$ cat config.mk
export PLATFORM = sky130hd
export DESIGN_NAME = ppcl_front
export DESIGN_NICKNAME = d
export VERILOG_FILES = /design/src/rtl/ppcl_pkg.sv /design/src/rtl/ppcl_front.sv
export SDC_FILE = /design/constraint.sdc
export NUM_CORES = 1
export LEC_CHECK = 0
export BUFFER_PORTS_ARGS = -buffer_cell sky130_fd_sc_hd__buf_2
export CORE_MARGIN = 2
export CORE_UTILIZATION = 40
export CTS_CLUSTER_SIZE = 25
export DETAILED_ROUTE_END_ITERATION = 8
export GPL_TIMING_DRIVEN = 0
export SKIP_LAST_GASP = 1
export SYNTH_ARGS = -nofsm -noshare
export SYNTH_HDL_FRONTEND = slang
export SYNTH_SLANG_ARGS = --single-unit
export TNS_END_PERCENT = 50
$ cat constraint.sdc
create_clock -name clk -period 5.1 [get_ports clk]
set_input_delay 0.765 -clock clk [delete_from_list [all_inputs] [get_ports clk]]
set_output_delay 0.765 -clock clk [all_outputs]
set_load 0.05 [all_outputs]
$ cat src/rtl/ppcl_pkg.sv
// shared types, constants and helper functions for the palette pixel converter
`timescale 1ns / 1ps

package ppcl_pkg;

    localparam int FRAME_PIXELS    = 12288;
    localparam int PALETTE_ENTRIES = 256;
    localparam int QUEUE_DEPTH     = 2;

    localparam int INDEX_W = 8;
    localparam int COLOR_W = 24;
    localparam int SEED_W  = 32;
    localparam int COUNT_W = 14;
    localparam int SUM_W   = 22;
    localparam int LIGHT_W = 20;

    localparam logic [31:0]        LCG_MUL   = 32'd1664525;
    localparam logic [31:0]        LCG_ADD   = 32'd1013904223;
    localparam logic [18:0]        DIV3_MUL  = 19'd349526;
    localparam logic [LIGHT_W:0]   LIGHT_MAX = 21'h0FFFFF;

    typedef enum logic [1:0] {
        MODE_WRITE = 2'd0,
        MODE_REGEN = 2'd1,
        MODE_PIXEL = 2'd2
    } mode_t;

    typedef struct packed {
        mode_t                mode;
        logic [INDEX_W-1:0]   index;
        logic [COLOR_W-1:0]   color;
        logic [SEED_W-1:0]    seed;
    } cmd_t;

    typedef enum logic [2:0] {
        ST_IDLE,
        ST_FILL,
        ST_LOOK,
        ST_SCALE,
        ST_EMIT
    } back_state_t;

    // sum / 48 * 16, saturated to the light width
    function automatic logic [LIGHT_W-1:0] scale_light(input logic [SUM_W-1:0] sum);
        logic [SUM_W-5:0] x;
        logic [36:0]      prod;
        logic [16:0]      q;
        logic [LIGHT_W:0] v;
        x    = sum[SUM_W-1:4];
        prod = 37'(x) * 37'(DIV3_MUL);
        q    = prod[36:20];
        v    = {q, 4'b0000};
        return (v > LIGHT_MAX) ? LIGHT_MAX[LIGHT_W-1:0] : v[LIGHT_W-1:0];
    endfunction

    function automatic logic [7:0] grey_level(input logic [31:0] g);
        return g[7:0] & g[31:24] & g[23:16];
    endfunction

endpackage

$ cat src/rtl/ppcl_front.sv
// input side: accepts items, drops unused modes, queues commands for the back end
`timescale 1ns / 1ps

module ppcl_front (
    input  logic                                  clk,
    input  logic                                  rst_n,
    input  logic                                  s_tvalid,
    output logic                                  s_tready,
    input  logic [63:0]                           s_tdata,
    input  logic [1:0]                            s_tuser,
    output ppcl_pkg::cmd_t                        cmd,
    output logic                                  cmd_valid,
    input  logic                                  cmd_pop,
    output logic [$clog2(ppcl_pkg::QUEUE_DEPTH+1)-1:0] level
);

    localparam int PTR_W = (ppcl_pkg::QUEUE_DEPTH > 1) ? $clog2(ppcl_pkg::QUEUE_DEPTH) : 1;
    localparam int LVL_W = $clog2(ppcl_pkg::QUEUE_DEPTH + 1);

    ppcl_pkg::cmd_t     entry_reg [ppcl_pkg::QUEUE_DEPTH];
    logic [PTR_W-1:0]   wr_ptr_reg;
    logic [PTR_W-1:0]   wr_ptr_next;
    logic [PTR_W-1:0]   rd_ptr_reg;
    logic [PTR_W-1:0]   rd_ptr_next;
    logic [LVL_W-1:0]   level_reg;
    logic [LVL_W-1:0]   level_next;
    ppcl_pkg::cmd_t     in_cmd;
    logic               keep;
    logic               push;
    logic               pop;

    // classify: only the three defined modes enter the queue
    always_comb
    begin
        in_cmd.mode  = ppcl_pkg::mode_t'(s_tuser);
        in_cmd.index = s_tdata[7:0];
        in_cmd.color = {s_tdata[15:8], s_tdata[23:16], s_tdata[31:24]};
        in_cmd.seed  = s_tdata[63:32];
        case (s_tuser)
            ppcl_pkg::MODE_WRITE,
            ppcl_pkg::MODE_REGEN,
            ppcl_pkg::MODE_PIXEL: keep = 1'b1;
            default:              keep = 1'b0;
        endcase
    end

    assign s_tready  = (level_reg != LVL_W'(ppcl_pkg::QUEUE_DEPTH));
    assign push      = s_tvalid && s_tready && keep;
    assign cmd_valid = (level_reg != '0);
    assign pop       = cmd_pop && cmd_valid;
    assign cmd       = entry_reg[rd_ptr_reg];
    assign level     = level_reg;

    always_comb
    begin
        wr_ptr_next = wr_ptr_reg;
        rd_ptr_next = rd_ptr_reg;
        level_next  = level_reg;
        if (push)
        begin
            wr_ptr_next = (wr_ptr_reg == PTR_W'(ppcl_pkg::QUEUE_DEPTH - 1)) ? '0
                                                                          : wr_ptr_reg + 1'b1;
        end
        if (pop)
        begin
            rd_ptr_next = (rd_ptr_reg == PTR_W'(ppcl_pkg::QUEUE_DEPTH - 1)) ? '0
                                                                          : rd_ptr_reg + 1'b1;
        end
        if (push && !pop)
        begin
            level_next = level_reg + 1'b1;
        end
        else if (pop && !push)
        begin
            level_next = level_reg - 1'b1;
        end
    end

    always_ff @(posedge clk or negedge rst_n)
    begin
        if (!rst_n)
        begin
            wr_ptr_reg <= '0;
            rd_ptr_reg <= '0;
            level_reg  <= '0;
        end
        else
        begin
            wr_ptr_reg <= wr_ptr_next;
            rd_ptr_reg <= rd_ptr_next;
            level_reg  <= level_next;
        end
    end

    always_ff @(posedge clk)
    begin
        if (push)
        begin
            entry_reg[wr_ptr_reg] <= in_cmd;
        end
    end

endmodule

==> metrics.yaml <==
cts_inserted_buffers: 17
mappedNetlistArea_sq_mm: 0.005076
timing.final.crit_share: 0.4979
critPathKind: "reg -> out"
first_global_vias: 2688
worst-slew-pin-transition_ns: 0.7401
post_synth_most_frequent_cells: "sky130_fd_sc_hd__edfxtp_1 (132), sky130_fd_sc_hd__mux2_2 (36), sky130_fd_sc_hd__mux2_4 (30), sky130_fd_sc_hd__dfrtp_1 (4)"
yosys.cell_count.top_type: "sky130_fd_sc_hd__edfxtp_1"
h_tree_levels: 4
drt-met1-wl_mm: 3.654
end_kind: "primary output"
outcome: "finished clean"
number_of_flip_flops_under_the_largest_register_name: 132
fp-row-count: 41
filler_cell_count: 1055
required_time_of_the_critical_path_ns: 4.34
powerDensity_mw_per_mm2: 665.7
finalWeightedCongestion: 0.6511
final_hold_viol_count: 0
multiInputGateArea_sq_um: 963.4
slew_headroom: 0.5055
wl_per_cell_microns: 15.55
number_of_enable_flip_flop_cells_after_synthesis: 132
clock-skew-final_ns: 0.002926
maxCapViolCount: 0
fp.dieH_microns: 116.7
cts.clk_slew.worst_paths_ns: 0.05
cts_resized: 0
fin_crit_ns: 2.539
timing.fmax_ghz: 0.3938
cts.root.buffer_cell: "sky130_fd_sc_hd__clkbuf_16"
cp_max_fo: 10
met2WireLength_mm: 4.473
netlist_top_cells_area: "sky130_fd_sc_hd__edfxtp_1 (78%), sky130_fd_sc_hd__mux2_4 (8.9%), sky130_fd_sc_hd__mux2_2 (8.0%)"
rsz0062_at_grt: "false"
start_util: 0.4055
synth_async_sr_flop_share: 0.02941
layoutNonFillerInstCount: 572
count_of_endpoints_failing_setup_in_the_final_report: 0
count_of_unique_library_cells_instantiated_by_yosys: 16
ir_drop_mv: 0.3102
cell_count_after_placement: 540
seqCellArea_sq_mm: 0.004064
clkSinkCount: 136
cts_post_setup_buffers_inserted: 0
initial_antenna_violation_count: 0
global_route.usage.total: 0.1354
dr.first_iter.drc_count: 120
clk_latency_ns: 0.41
area_fraction_of_the_dominant_cell_type_after_synthesis: 0.7809
number_of_iterations_in_the_first_detailed_routing_pass: 4
die-area_sq_mm: 0.01361
power.leakage_nw: 2.573
hp-class: "in -> async"
core_region_area_sq_mm: 0.01252
area.growth.synth_to_final_pct: 30.10
postSynthAreaPerCell_sq_um: 22.56
num-nets-final: 458
final_area_sq_mm: 0.006604
antenna_cells: 0
vias_per_cell: 4.521
port-buffer-count: 139
data_arrival_time_at_the_worst_slack_endpoint_ns: 1.77
detailedPlacementHpwl_mm: 5.981
vias: 2586
cts_tree: "done"
wire_length_of_the_first_global_routing_pass_mm: 13.28
worst_slack_ns: 2.561
syn-instance-count: 225
dominant_synthesized_flop_cell: "sky130_fd_sc_hd__edfxtp_1"
yosys_register_bits: 136
die_width_microns: 116.7
grt_max_degree: 25
route.top_layer_used: "met4"
final_antenna_net_count: 0
detail_route.wirelength_mm: 8.894
yosys.area.top_type: "sky130_fd_sc_hd__edfxtp_1"
post-place-ws_ns: 2.388
timing.critical_path.from_type: "flop"
met3_wirelength_microns: 590
clock_tree_buf_depth: 2
io_pins: 140
slew_viol_final: 0
ys.warnings.count: 0
sequential_share_of_the_synthesized_area: 0.8006
global_route.overflow_total: 0
detailed_place.area_sq_mm: 0.006082
drive_above_1_share: 0.6100
post-route-drc-count: 0
syn_nets: 296
post_cts_hold_buffer_count: 0
[layout make-up]
cell class / count / share of cell area
plain buffers: 7 / 0.008526
clock buffers: 20 / 0.06612
clock inverters: 12 / 0.01288
inverters: 2 / 0.001137
multi-input cells: 80 / 0.1459
flip-flops and latches: 136 / 0.6154
well taps: 172 / 0.03259
repair buffers: 143 / 0.1175
[cells in the final DEF (no fill, tap or decap)]
cell,instances
sky130_fd_sc_hd__clkbuf_1,3
sky130_fd_sc_hd__buf_12,4
sky130_fd_sc_hd__ha_1,1
sky130_fd_sc_hd__nand2_1,2
sky130_fd_sc_hd__buf_4,1
sky130_fd_sc_hd__mux2_4,30
sky130_fd_sc_hd__or2_2,1
sky130_fd_sc_hd__xnor2_1,3
sky130_fd_sc_hd__nand2b_1,1
sky130_fd_sc_hd__buf_2,142
sky130_fd_sc_hd__nand3_1,1
sky130_fd_sc_hd__clkinv_2,5
sky130_fd_sc_hd__clkinv_1,4
sky130_fd_sc_hd__bufinv_16,1
sky130_fd_sc_hd__nor2_4,2
sky130_fd_sc_hd__nor2_1,1
sky130_fd_sc_hd__edfxtp_1,132
sky130_fd_sc_hd__inv_1,2
sky130_fd_sc_hd__mux2_2,36
sky130_fd_sc_hd__dfrtp_1,4
sky130_fd_sc_hd__buf_6,3
sky130_fd_sc_hd__clkbuf_16,17
sky130_fd_sc_hd__clkinvlp_4,2
sky130_fd_sc_hd__xor2_1,2
[cells by family (layout without fill, tap and decap cells)]
kind of cell  count (synthesis)  count (layout)  synth area share
fa+ha+maj                     1               1          0.002464
xor+xnor                      5               5          0.008629
buf+inv                       9             184           0.01257
flops                       136             136            0.8006
simple gates                  8               8          0.007149
mux                          66              66            0.1686
[critical path, cell delays in order, from the launching register on]
cell and delay, ns:
sky130_fd_sc_hd__dfrtp_1 0.40, sky130_fd_sc_hd__buf_4 0.23, sky130_fd_sc_hd__buf_6 0.21, sky130_fd_sc_hd__mux2_4 0.31, sky130_fd_sc_hd__buf_2 0.21
[worst paths after layout]
kind,start,to,slack [ns],cells after the start
setup reg to reg,level[0],entry_reg[0][12],2.83,5
hold / removal,rst_n,rd_ptr_reg,0.16,1
max in group asynchronous,rst_n,level[0],4.82,1
min in group clk,level[1],level[1],0.53,1
setup / recovery,rd_ptr_reg,cmd[19],2.56,4
hold reg to reg,level[1],level[1],0.53,1
[metal layers]
metal  up-vias  global-route usage
met3        11             0.04930
met5         -                   0
li1       1213                   -
met2        89              0.2163
met1      1273              0.1595
met4         0             0.07529
[through the flow]
| step | utilization | hold slack, ns | power, mW | setup TNS, ns |
|---|---|---|---|---|
| final | 0.5276 | 0.1577 | 4.396 | 0 |
| after global routing | 0.5276 | 0.1407 | 4.590 | 0 |
| after CTS | 0.5276 | 0.1348 | 4.467 | 0 |
| after detailed placement | 0.4859 | 0.5306 | 3.378 | 0 |
| after global placement | 0.4783 | 0.4830 | 3.351 | -138.38 |
| after floorplan | - | 0.4681 | 2.985 | 0 |
[power breakdown]
part	internal [mW]	total (mW)	switching, mW	leakage, nW
registers	1.47	1.52	0.0585	1.26
logic	0.557	1.80	1.24	1.06
clock network	0.657	1.07	0.417	0.253
total	2.68	4.40	1.72	2.57
(Power assumes the default switching activity.)
